<file path="src/sv/asl_pkg.sv">
// ----------------------------------------------------------------------------
// asl_pkg
// Shared types and constants for the adaptive speed low-pass filter.
// ----------------------------------------------------------------------------
package asl_pkg;

    localparam int unsigned SAMPLE_WIDTH_DEF = 16;
    localparam logic [31:0] TWO_PI_Q16       = 32'd411775;
    localparam int unsigned PT_SHIFT         = 7;
    localparam int unsigned K_SHIFT          = 16;

    localparam logic [2:0] REG_MIN_FREQ     = 3'd0;
    localparam logic [2:0] REG_MAX_FREQ     = 3'd1;
    localparam logic [2:0] REG_INV_BETA     = 3'd2;
    localparam logic [2:0] REG_SAMPLE_RATE  = 3'd3;
    localparam logic [2:0] REG_DERIV_CUTOFF = 3'd4;
    localparam logic [2:0] REG_MAX_SLEW     = 3'd5;
    localparam logic [2:0] REG_INIT_VALUE   = 3'd6;

    typedef enum logic [3:0] {
        ST_IDLE,
        ST_DIV_LIM,
        ST_LIMIT,
        ST_DIV_KD,
        ST_DERIV1,
        ST_DERIV2,
        ST_DX,
        ST_DIV_F,
        ST_DIV_KM,
        ST_MAIN1,
        ST_MAIN2,
        ST_OUT
    } state_t;

    // datapath operations
    typedef enum logic [3:0] {
        OP_NONE,
        OP_CAPTURE,
        OP_START_LIM,
        OP_LIMIT,
        OP_START_KD,
        OP_DERIV1,
        OP_DERIV2,
        OP_DX,
        OP_START_F,
        OP_START_KM,
        OP_MAIN1,
        OP_MAIN2,
        OP_PRESENT
    } op_t;

    typedef struct packed {
        op_t op;
    } asl_cmd_t;

    typedef struct packed {
        logic div_busy;
    } asl_status_t;

endpackage

</file>
<file path="src/sv/asl_div.sv">
// ----------------------------------------------------------------------------
// asl_div
// Radix-2 restoring divider, one quotient bit per cycle; zero divisor gives
// all ones.
// ----------------------------------------------------------------------------
module asl_div
(
    input  logic        clk,
    input  logic        rst_n,
    input  logic        start,
    input  logic [31:0] dividend,
    input  logic [31:0] divisor,
    output logic        busy,
    output logic [31:0] quotient
);
    logic [31:0] quo_reg, quo_next;
    logic [32:0] rem_reg, rem_next;
    logic [31:0] den_reg, den_next;
    logic [5:0]  cnt_reg, cnt_next;
    logic        busy_reg, busy_next;
    logic [32:0] trial;
    logic [32:0] sub;

    always_comb
    begin
        quo_next  = quo_reg;
        rem_next  = rem_reg;
        den_next  = den_reg;
        cnt_next  = cnt_reg;
        busy_next = busy_reg;
        trial     = {rem_reg[31:0], quo_reg[31]};
        sub       = trial - {1'b0, den_reg};
        if (start)
        begin
            quo_next  = dividend;
            rem_next  = '0;
            den_next  = divisor;
            cnt_next  = 6'd32;
            busy_next = 1'b1;
        end
        else if (busy_reg)
        begin
            if (!sub[32])
            begin
                rem_next = sub;
                quo_next = {quo_reg[30:0], 1'b1};
            end
            else
            begin
                rem_next = trial;
                quo_next = {quo_reg[30:0], 1'b0};
            end
            cnt_next = cnt_reg - 6'd1;
            if (cnt_reg == 6'd1)
                busy_next = 1'b0;
        end
    end

    always_ff @(posedge clk or negedge rst_n)
    begin
        if (!rst_n)
        begin
            busy_reg <= 1'b0;
            cnt_reg  <= '0;
        end
        else
        begin
            busy_reg <= busy_next;
            cnt_reg  <= cnt_next;
        end
    end

    always_ff @(posedge clk)
    begin
        quo_reg <= quo_next;
        rem_reg <= rem_next;
        den_reg <= den_next;
    end

    assign busy     = busy_reg;
    // a zero divisor yields all ones from the restoring loop itself
    assign quotient = quo_reg;
endmodule

</file>
<file path="src/sv/asl_datapath.sv">
// ----------------------------------------------------------------------------
// asl_datapath
// Configuration registers, filter state, shared multiplier and divider.
// ----------------------------------------------------------------------------
module asl_datapath #(
    parameter int unsigned SAMPLE_WIDTH = asl_pkg::SAMPLE_WIDTH_DEF
)
(
    input  logic                     clk,
    input  logic                     rst_n,
    input  logic                     cfg_write,
    input  logic [2:0]               cfg_index,
    input  logic [31:0]              cfg_data,
    input  logic [SAMPLE_WIDTH-1:0]  sample,
    input  asl_pkg::asl_cmd_t        cmd,
    output asl_pkg::asl_status_t     status,
    output logic [15:0]              filtered,
    output logic [31:0]              main_gain
);
    import asl_pkg::*;

    logic [13:0] min_freq_reg, max_freq_reg, deriv_cutoff_reg;
    logic [15:0] inv_beta_reg, sample_rate_reg;
    logic [23:0] max_slew_reg;

    logic [31:0] last_reg, d1_reg, d2_reg, m1_reg, m2_reg, prev_reg;
    logic [31:0] x_reg, scaled_reg, km_reg, dx_reg;
    logic [15:0] filtered_reg;

    logic        div_start;
    logic [31:0] div_a, div_b, div_q;
    logic        div_busy;

    logic [31:0] iv_ext, iv_scaled, x_ext;
    logic [31:0] s_diff, neg_diff, limited;
    logic [31:0] stage_s, stage_x, stage_prod, stage_out;
    logic [31:0] adx, fsum, fclamp, mf, q;

    asl_div u_div (
        .clk      (clk),
        .rst_n    (rst_n),
        .start    (div_start),
        .dividend (div_a),
        .divisor  (div_b),
        .busy     (div_busy),
        .quotient (div_q)
    );

    assign status.div_busy = div_busy;

    assign iv_ext    = {{16{cfg_data[15]}}, cfg_data[15:0]};
    assign iv_scaled = iv_ext << PT_SHIFT;
    assign x_ext     = {{(32-SAMPLE_WIDTH){sample[SAMPLE_WIDTH-1]}}, sample};

    // slew limit against the previous limited input; the divider holds the limit
    always_comb
    begin
        s_diff   = x_reg - last_reg;
        neg_diff = 32'd0 - s_diff;
        limited  = x_reg;
        if (div_q != 32'd0)
        begin
            if ($signed(s_diff) > $signed(div_q))
                limited = last_reg + div_q;
            else if ($signed(neg_diff) > $signed(div_q))
                limited = last_reg - div_q;
        end
    end

    // one shared filter stage; the divider holds the gain of the current pair
    always_comb
    begin
        case (cmd.op)
            OP_DERIV1:
            begin
                stage_s = d1_reg;
                stage_x = scaled_reg;
            end
            OP_DERIV2:
            begin
                stage_s = d2_reg;
                stage_x = d1_reg;
            end
            OP_MAIN1:
            begin
                stage_s = m1_reg;
                stage_x = scaled_reg;
            end
            default:
            begin
                stage_s = m2_reg;
                stage_x = m1_reg;
            end
        endcase
        stage_prod = div_q * (stage_x - stage_s);
        stage_out  = stage_s + 32'($signed(stage_prod) >>> K_SHIFT);
    end

    assign adx    = dx_reg[31] ? 32'd0 - dx_reg : dx_reg;
    assign fsum   = {18'd0, min_freq_reg} + div_q;
    assign fclamp = (fsum > {18'd0, max_freq_reg}) ? {18'd0, max_freq_reg} : fsum;
    assign mf     = m2_reg;
    assign q      = mf[31] ? 32'd0 - ((32'd0 - mf) >> PT_SHIFT) : mf >> PT_SHIFT;

    always_comb
    begin
        div_start = 1'b0;
        div_a     = 32'd0;
        div_b     = {16'd0, sample_rate_reg};
        case (cmd.op)
            OP_START_LIM:
            begin
                div_start = 1'b1;
                div_a     = {8'd0, max_slew_reg};
            end
            OP_START_KD:
            begin
                div_start = 1'b1;
                div_a     = {18'd0, deriv_cutoff_reg} * TWO_PI_Q16;
            end
            OP_START_F:
            begin
                div_start = 1'b1;
                div_a     = adx;
                div_b     = {16'd0, inv_beta_reg} << PT_SHIFT;
            end
            OP_START_KM:
            begin
                div_start = 1'b1;
                div_a     = fclamp * TWO_PI_Q16;
            end
            default:
            begin
                div_start = 1'b0;
            end
        endcase
    end

    always_ff @(posedge clk or negedge rst_n)
    begin
        if (!rst_n)
        begin
            min_freq_reg     <= 14'd1;
            max_freq_reg     <= 14'd50;
            inv_beta_reg     <= 16'd100;
            sample_rate_reg  <= 16'd500;
            deriv_cutoff_reg <= 14'd10;
            max_slew_reg     <= 24'd0;
            last_reg         <= 32'd0;
            d1_reg           <= 32'd0;
            d2_reg           <= 32'd0;
            m1_reg           <= 32'd0;
            m2_reg           <= 32'd0;
        end
        else if (cfg_write)
        begin
            case (cfg_index)
                REG_MIN_FREQ:     min_freq_reg     <= cfg_data[13:0];
                REG_MAX_FREQ:     max_freq_reg     <= cfg_data[13:0];
                REG_INV_BETA:     inv_beta_reg     <= cfg_data[15:0];
                REG_SAMPLE_RATE:  sample_rate_reg  <= cfg_data[15:0];
                REG_DERIV_CUTOFF: deriv_cutoff_reg <= cfg_data[13:0];
                REG_MAX_SLEW:     max_slew_reg     <= cfg_data[23:0];
                REG_INIT_VALUE:
                begin
                    last_reg <= iv_ext;
                    d1_reg   <= iv_scaled;
                    d2_reg   <= iv_scaled;
                    m1_reg   <= iv_scaled;
                    m2_reg   <= iv_scaled;
                end
                default: ;
            endcase
        end
        else
        begin
            case (cmd.op)
                OP_LIMIT:  last_reg <= limited;
                OP_DERIV1: d1_reg   <= stage_out;
                OP_DERIV2: d2_reg   <= stage_out;
                OP_MAIN1:  m1_reg   <= stage_out;
                OP_MAIN2:  m2_reg   <= stage_out;
                default: ;
            endcase
        end
    end

    always_ff @(posedge clk)
    begin
        case (cmd.op)
            OP_CAPTURE:  x_reg      <= x_ext;
            OP_LIMIT:    scaled_reg <= limited << PT_SHIFT;
            OP_DERIV2:   prev_reg   <= d2_reg;
            OP_DX:       dx_reg     <= (d2_reg - prev_reg) * {16'd0, sample_rate_reg};
            OP_PRESENT:
            begin
                // the divider still holds the main gain here
                filtered_reg <= q[15:0];
                km_reg       <= div_q;
            end
            default: ;
        endcase
    end

    assign filtered  = filtered_reg;
    assign main_gain = km_reg;
endmodule

</file>
<file path="src/sv/asl_ctrl.sv">
// ----------------------------------------------------------------------------
// asl_ctrl
// Sequencer for one item: divisions, slew limit, four filter stages.
// ----------------------------------------------------------------------------
module asl_ctrl
(
    input  logic                  clk,
    input  logic                  rst_n,
    input  logic                  in_valid,
    output logic                  in_stall,
    output logic                  out_valid,
    input  logic                  out_stall,
    input  asl_pkg::asl_status_t  status,
    output asl_pkg::asl_cmd_t     cmd
);
    import asl_pkg::*;

    state_t state_reg, state_next;
    logic   out_valid_reg, out_valid_next;

    always_ff @(posedge clk or negedge rst_n)
    begin
        if (!rst_n)
        begin
            state_reg     <= ST_IDLE;
            out_valid_reg <= 1'b0;
        end
        else
        begin
            state_reg     <= state_next;
            out_valid_reg <= out_valid_next;
        end
    end

    always_comb
    begin
        state_next     = state_reg;
        out_valid_next = out_valid_reg && out_stall;
        cmd.op         = OP_NONE;
        in_stall       = 1'b1;
        case (state_reg)
            ST_IDLE:
            begin
                in_stall = 1'b0;
                if (in_valid)
                begin
                    cmd.op     = OP_CAPTURE;
                    state_next = ST_DIV_LIM;
                end
            end
            ST_DIV_LIM:
            begin
                cmd.op     = OP_START_LIM;
                state_next = ST_LIMIT;
            end
            ST_LIMIT:
            begin
                if (!status.div_busy)
                begin
                    cmd.op     = OP_LIMIT;
                    state_next = ST_DIV_KD;
                end
            end
            ST_DIV_KD:
            begin
                cmd.op     = OP_START_KD;
                state_next = ST_DERIV1;
            end
            ST_DERIV1:
            begin
                if (!status.div_busy)
                begin
                    cmd.op     = OP_DERIV1;
                    state_next = ST_DERIV2;
                end
            end
            ST_DERIV2:
            begin
                cmd.op     = OP_DERIV2;
                state_next = ST_DX;
            end
            ST_DX:
            begin
                cmd.op     = OP_DX;
                state_next = ST_DIV_F;
            end
            ST_DIV_F:
            begin
                cmd.op     = OP_START_F;
                state_next = ST_DIV_KM;
            end
            ST_DIV_KM:
            begin
                if (!status.div_busy)
                begin
                    cmd.op     = OP_START_KM;
                    state_next = ST_MAIN1;
                end
            end
            ST_MAIN1:
            begin
                if (!status.div_busy)
                begin
                    cmd.op     = OP_MAIN1;
                    state_next = ST_MAIN2;
                end
            end
            ST_MAIN2:
            begin
                cmd.op     = OP_MAIN2;
                state_next = ST_OUT;
            end
            ST_OUT:
            begin
                // wait for the output register to drain
                if (!out_valid_reg || !out_stall)
                begin
                    cmd.op         = OP_PRESENT;
                    out_valid_next = 1'b1;
                    state_next     = ST_IDLE;
                end
            end
            default:
            begin
                state_next = ST_IDLE;
            end
        endcase
    end

    assign out_valid = out_valid_reg;
endmodule

</file>
<file path="src/sv/adaptive_speed_lowpass_filter.sv">
// ----------------------------------------------------------------------------
// adaptive_speed_lowpass_filter
// Slew limited, speed adaptive two-pole low-pass filter.
//
//   channel   signals                          direction
//   input     in_valid, in_stall, sample       in
//   output    out_valid, out_stall, filtered,  out
//             main_gain
//   config    cfg_valid, cfg_ready, cfg_index, in
//             cfg_data
//
// Each item runs four serial divisions of 32 steps, and a new item is
// taken only once the result of the last one has been presented.
// Reset loads the register defaults and clears all filter state.
// A result waits in the output register; the next item is taken while it
// is held, and the sequencer only stalls at its end if it is still unread.
// ----------------------------------------------------------------------------
module adaptive_speed_lowpass_filter #(
    parameter int unsigned SAMPLE_WIDTH = asl_pkg::SAMPLE_WIDTH_DEF
)
(
    input  logic                    clk,
    input  logic                    rst_n,
    input  logic                    in_valid,
    output logic                    in_stall,
    input  logic [SAMPLE_WIDTH-1:0] sample,
    output logic                    out_valid,
    input  logic                    out_stall,
    output logic [15:0]             filtered,
    output logic [31:0]             main_gain,
    input  logic                    cfg_valid,
    output logic                    cfg_ready,
    input  logic [2:0]              cfg_index,
    input  logic [31:0]             cfg_data
);
    import asl_pkg::*;

    asl_cmd_t    cmd;
    asl_status_t status;

    assign cfg_ready = 1'b1;

    asl_ctrl u_ctrl (
        .clk       (clk),
        .rst_n     (rst_n),
        .in_valid  (in_valid),
        .in_stall  (in_stall),
        .out_valid (out_valid),
        .out_stall (out_stall),
        .status    (status),
        .cmd       (cmd)
    );

    asl_datapath #(
        .SAMPLE_WIDTH (SAMPLE_WIDTH)
    ) u_dp (
        .clk       (clk),
        .rst_n     (rst_n),
        .cfg_write (cfg_valid && cfg_ready),
        .cfg_index (cfg_index),
        .cfg_data  (cfg_data),
        .sample    (sample),
        .cmd       (cmd),
        .status    (status),
        .filtered  (filtered),
        .main_gain (main_gain)
    );
endmodule

</file>
<file path="config.mk">
export PLATFORM = sky130hd
export DESIGN_NAME = adaptive_speed_lowpass_filter
export DESIGN_NICKNAME = d
export VERILOG_FILES = /design/src/sv/asl_pkg.sv /design/src/sv/asl_div.sv /design/src/sv/asl_datapath.sv /design/src/sv/asl_ctrl.sv /design/src/sv/adaptive_speed_lowpass_filter.sv
export SDC_FILE = /design/constraint.sdc
export NUM_CORES = 2
export LEC_CHECK = 0
export ABC_AREA = 1
export BUFFER_PORTS_ARGS = -buffer_cell sky130_fd_sc_hd__buf_2
export CAP_MARGIN = 20
export CORE_MARGIN = 4
export CORE_UTILIZATION = 35
export DETAILED_ROUTE_END_ITERATION = 6
export SYNTH_ARGS = -nofsm -noshare
export SYNTH_HDL_FRONTEND = slang
export SYNTH_SLANG_ARGS = --single-unit
export TNS_END_PERCENT = 10
</file>
<file path="constraint.sdc">
create_clock -name clk -period 16.4 [get_ports clk]
set_input_delay 0.82 -clock clk [delete_from_list [all_inputs] [get_ports clk]]
set_output_delay 0.82 -clock clk [all_outputs]
set_load 0.02 [all_outputs]
</file>
==> results by group <==
Status
  • Status: complete, no violations

Synthesis
  • Synth async-reset ratio: 52.9%
  • Synth Area in XOR/XNOR: 3.38%
  • Number of flops mapped to enable cells by yosys: 208
  • Mean Syn Cell Area: 8.00 um2
  • Top cell type's share of synthesized area: 26.1%
  • Syn Std Cell Area: 73300 um2
  • Prevailing post-synth register cell: dfrtp_1
  • Top cells by area, synth: fa_1, ha_1, nand2_1, inv_1, dfrtp_1
  • Synth Area in Compound Gates: 11.2%
  • Main combinational cell family by area after synthesis: adder cells
  • FF+latch count, synth: 510
  • Yosys cell types: 76
  • Post-synthesis simple-gate area fraction: 17.2%
  • Synth area leader: fa_1
  • Yosys warnings: 0
  • Syn Inst Count: 9166
  • Mux cell area share after synthesis: 0.137%
  • Register area share after synthesis: 18.6%
  • Synth Area in Adders: 38.3%

Floorplanning
  • Die area: 217000 um2
  • Core area: 208000 um2
  • Top-level I/O count: 107
  • Row count: 167
  • Die width: 466 um
  • Die height: 466 um
  • Starting Density: 35.3%

Clocking
  • Htree depth: 3
  • CTS clk-pin slew, worst paths: 0.06 ns
  • TritonCTS clock tree: done
  • Post-CTS sizing: 0
  • Clock Tree Buf Depth: 3
  • Sink Count: 510
  • Setup Fix Bufs, Post-CTS: 0
  • Cts bufs inserted: 67
  • Worst skew pair latency: 0.71 ns
  • Root buffer cell: clkbuf_16
  • Hold buffer count at cts: 0

Drt
  • Metal3 WL: 18400 um
  • DRT Wirelength: 257000 um
  • Highest metal layer with signal wires: met5
  • Initial DRC Count: 5253
  • DRC: 0
  • Overall via count from detail_route: 62.6k
  • Vias per inst: 5.17
  • DR WL/cell: 21.2 um
  • Post-DRT Antenna Nets: 0
  • DR WL met2: 116000 um
  • Pre-antenna DRT Iters: 7
  • Met1 WL: 110000 um

Critical path
  • R2r startpoint: u_ctrl.state_reg[1]$_DFFE_PN0P_
  • FF-to-FF path depth: 60
  • Crit. End Element: flop
  • RR Endpoint: u_dp.d2_reg[29]$_DFFE_PN0P_
  • Worst path max stage delay: 0.66 ns
  • R2r setup slk: 2.43 ns
  • Crit path kind: reg2reg
  • CP startpoint kind: flop
  • Crit path top cell by count: nand2_1
  • CP Max Fanout: 52
  • CP Data Required Time: 16.99 ns
  • Data arrival, critical path: 14.56 ns
  • Slowest CP cell: nand3_4

Min path
  • Worst Hold Class: in2async

Run
  • Max-capacitance violation count: 0

Timing
  • Fin worst setup slack: 2.43 ns
  • Fin crit share: 85.2%
  • Max Fclk: 71.6 MHz
  • Worst clock skew: 0.0720 ns
  • Setup_tns: 0 ns
  • Slew Viols, Final: 0
  • Rel. slew slack: 18.0%
  • Fin. Hold Viols: 0
  • Final min period: 13.97 ns
  • Worst-Margin Slew: 1.23 ns
  • Final setup violation count: 0
  • RSZ-0062 raised after global routing: no

Placement
  • Routability cong.: 0.959
  • Port Buf Inserts: 97
  • HPWL Detailed: 205000 um
  • Pre-CTS setup slack: 2.65 ns

Cells and area
  • Area Overhead vs Synth: 8.68%
  • Fillers: 21.4k
  • Register area: 13700 um2
  • Area occupied by multi-input gates: 51800 um2
  • Share of cells above drive strength 1: 5.15%
  • Layout Nets: 11.0k

Global routing
  • Pin count of the biggest net entering global routing: 117
  • GRT Overall Usage: 23.5%
  • Total grt overflow: 0
  • Antenna violations before repair: 21
  • Number of global-route vias before repair: 62.5k
  • First-pass GRT wire length: 389000 um
==> worst max path at each step <==
stage | from | to
after CTS | u_ctrl.state_reg[2]$_DFFE_PN0P_ | u_dp.m2_reg[27]$_DFFE_PN0P_
after detailed placement | u_ctrl.state_reg[2]$_DFFE_PN0P_ | u_dp.m2_reg[27]$_DFFE_PN0P_
after floorplan | u_ctrl.state_reg[3]$_DFFE_PN0P_ | u_dp.d2_reg[31]$_DFFE_PN0P_
after global routing | u_ctrl.state_reg[0]$_DFFE_PN0P_ | u_dp.m2_reg[29]$_DFFE_PN0P_
final | u_ctrl.state_reg[1]$_DFFE_PN0P_ | u_dp.d2_reg[29]$_DFFE_PN0P_
after global placement | u_ctrl.state_reg[2]$_DFFE_PN0P_ | u_dp.m2_reg[27]$_DFFE_PN0P_
==> stage by stage <==
stage / instance area [um2] / hold slack (ns) / instances / utilization (%)
after floorplan: 73600 / 0.425 / 9237 / -
after global placement: 77400 / 0.439 / 11957 / 37.2
after detailed placement: 77400 / 0.436 / 11964 / 37.3
after CTS: 79600 / 0.225 / 12087 / 38.3
after global routing: 79600 / 0.278 / 12090 / 38.3
final: 79700 / 0.223 / 12101 / 38.4
==> cell usage after synthesis (all sizes together), types with 15 or more instances <==
cell type  instances
nand2           1903
inv             1866
fa               957
nor2             728
ha               710
o21ai            564
a21oi            520
dfrtp            255
clkbuf           247
edfxtp           208
nand3            204
xor2             188
xnor2             87
nor3              67
nand4             66
or2               56
a22oi             49
a31oi             44
o211ai            40
o21bai            37
buf               32
dfxtp             32
a211oi            28
nor4              28
o21a              25
o22ai             24
a221oi            21
a21boi            19
nand3b            19
o31ai             17
clkinv            16
dfstp             15
==> metal layers <==
metal / vias to the layer above / track usage [%]
met5: - / 0
met3: 429 / 3.24
met1: 31041 / 32.1
met4: 8 / 10.1
li1: 28863 / -
met2: 2253 / 37.3
==> final cells by class <==
type                       instances  share of cell area [%]
multi-input combinational       6566                    65.0
sequential                       510                    17.2
inverter                        1882                    8.87
tap                             2788                    4.38
clock buffer                      91                    2.38
timing repair buffer             220                    1.85
clock inverter                    32                   0.316
antenna                           12                  0.0377
==> kinds of logic after synthesis <==
group,Yosys count
xor+xnor,276
fa+ha+maj,1667
compound gates,1454
buf+inv,2161
simple gates,3087
mux,9
flops,510
other cells,2
==> critical path: cells and delay by family, from the launching register on <==
kind	cells	cell delay (ns)
xor+xnor	1	0.65
simple gates	28	4.82
fa+ha+maj	12	4.83
flops	1	0.45
compound gates	10	2.10
buf+inv	9	1.00
==> cells in the final DEF, fill, tap and decap left out, types with 28 or more instances in the layout <==
| master | netlist | layout |
|---|---|---|
| clkbuf_16 | 0 | 68 |
| edfxtp_1 | 208 | 208 |
| dfxtp_1 | 32 | 32 |
| a211oi_1 | 28 | 28 |
| o21ai_1 | 39 | 40 |
| dfrtp_1 | 255 | 255 |
| nor3_1 | 62 | 61 |
| o21ai_0 | 522 | 521 |
| nand2_1 | 1891 | 1891 |
| o211ai_1 | 40 | 40 |
| conb_1 | 2 | 73 |
| a21oi_1 | 519 | 518 |
| or2_2 | 54 | 54 |
| buf_4 | 4 | 118 |
| nand4_1 | 66 | 66 |
| xor2_1 | 185 | 185 |
| inv_1 | 1851 | 1851 |
| buf_2 | 8 | 96 |
| nand3_1 | 197 | 197 |
| a31oi_1 | 44 | 44 |
| fa_1 | 957 | 957 |
| o21bai_1 | 35 | 35 |
| nor2_1 | 715 | 710 |
| a22oi_1 | 49 | 49 |
| ha_1 | 710 | 710 |
| xnor2_1 | 87 | 87 |
Power is left out: the tool's default activity adds up to more than one toggle a clock period on the data nets, which glitch-free logic cannot reach.
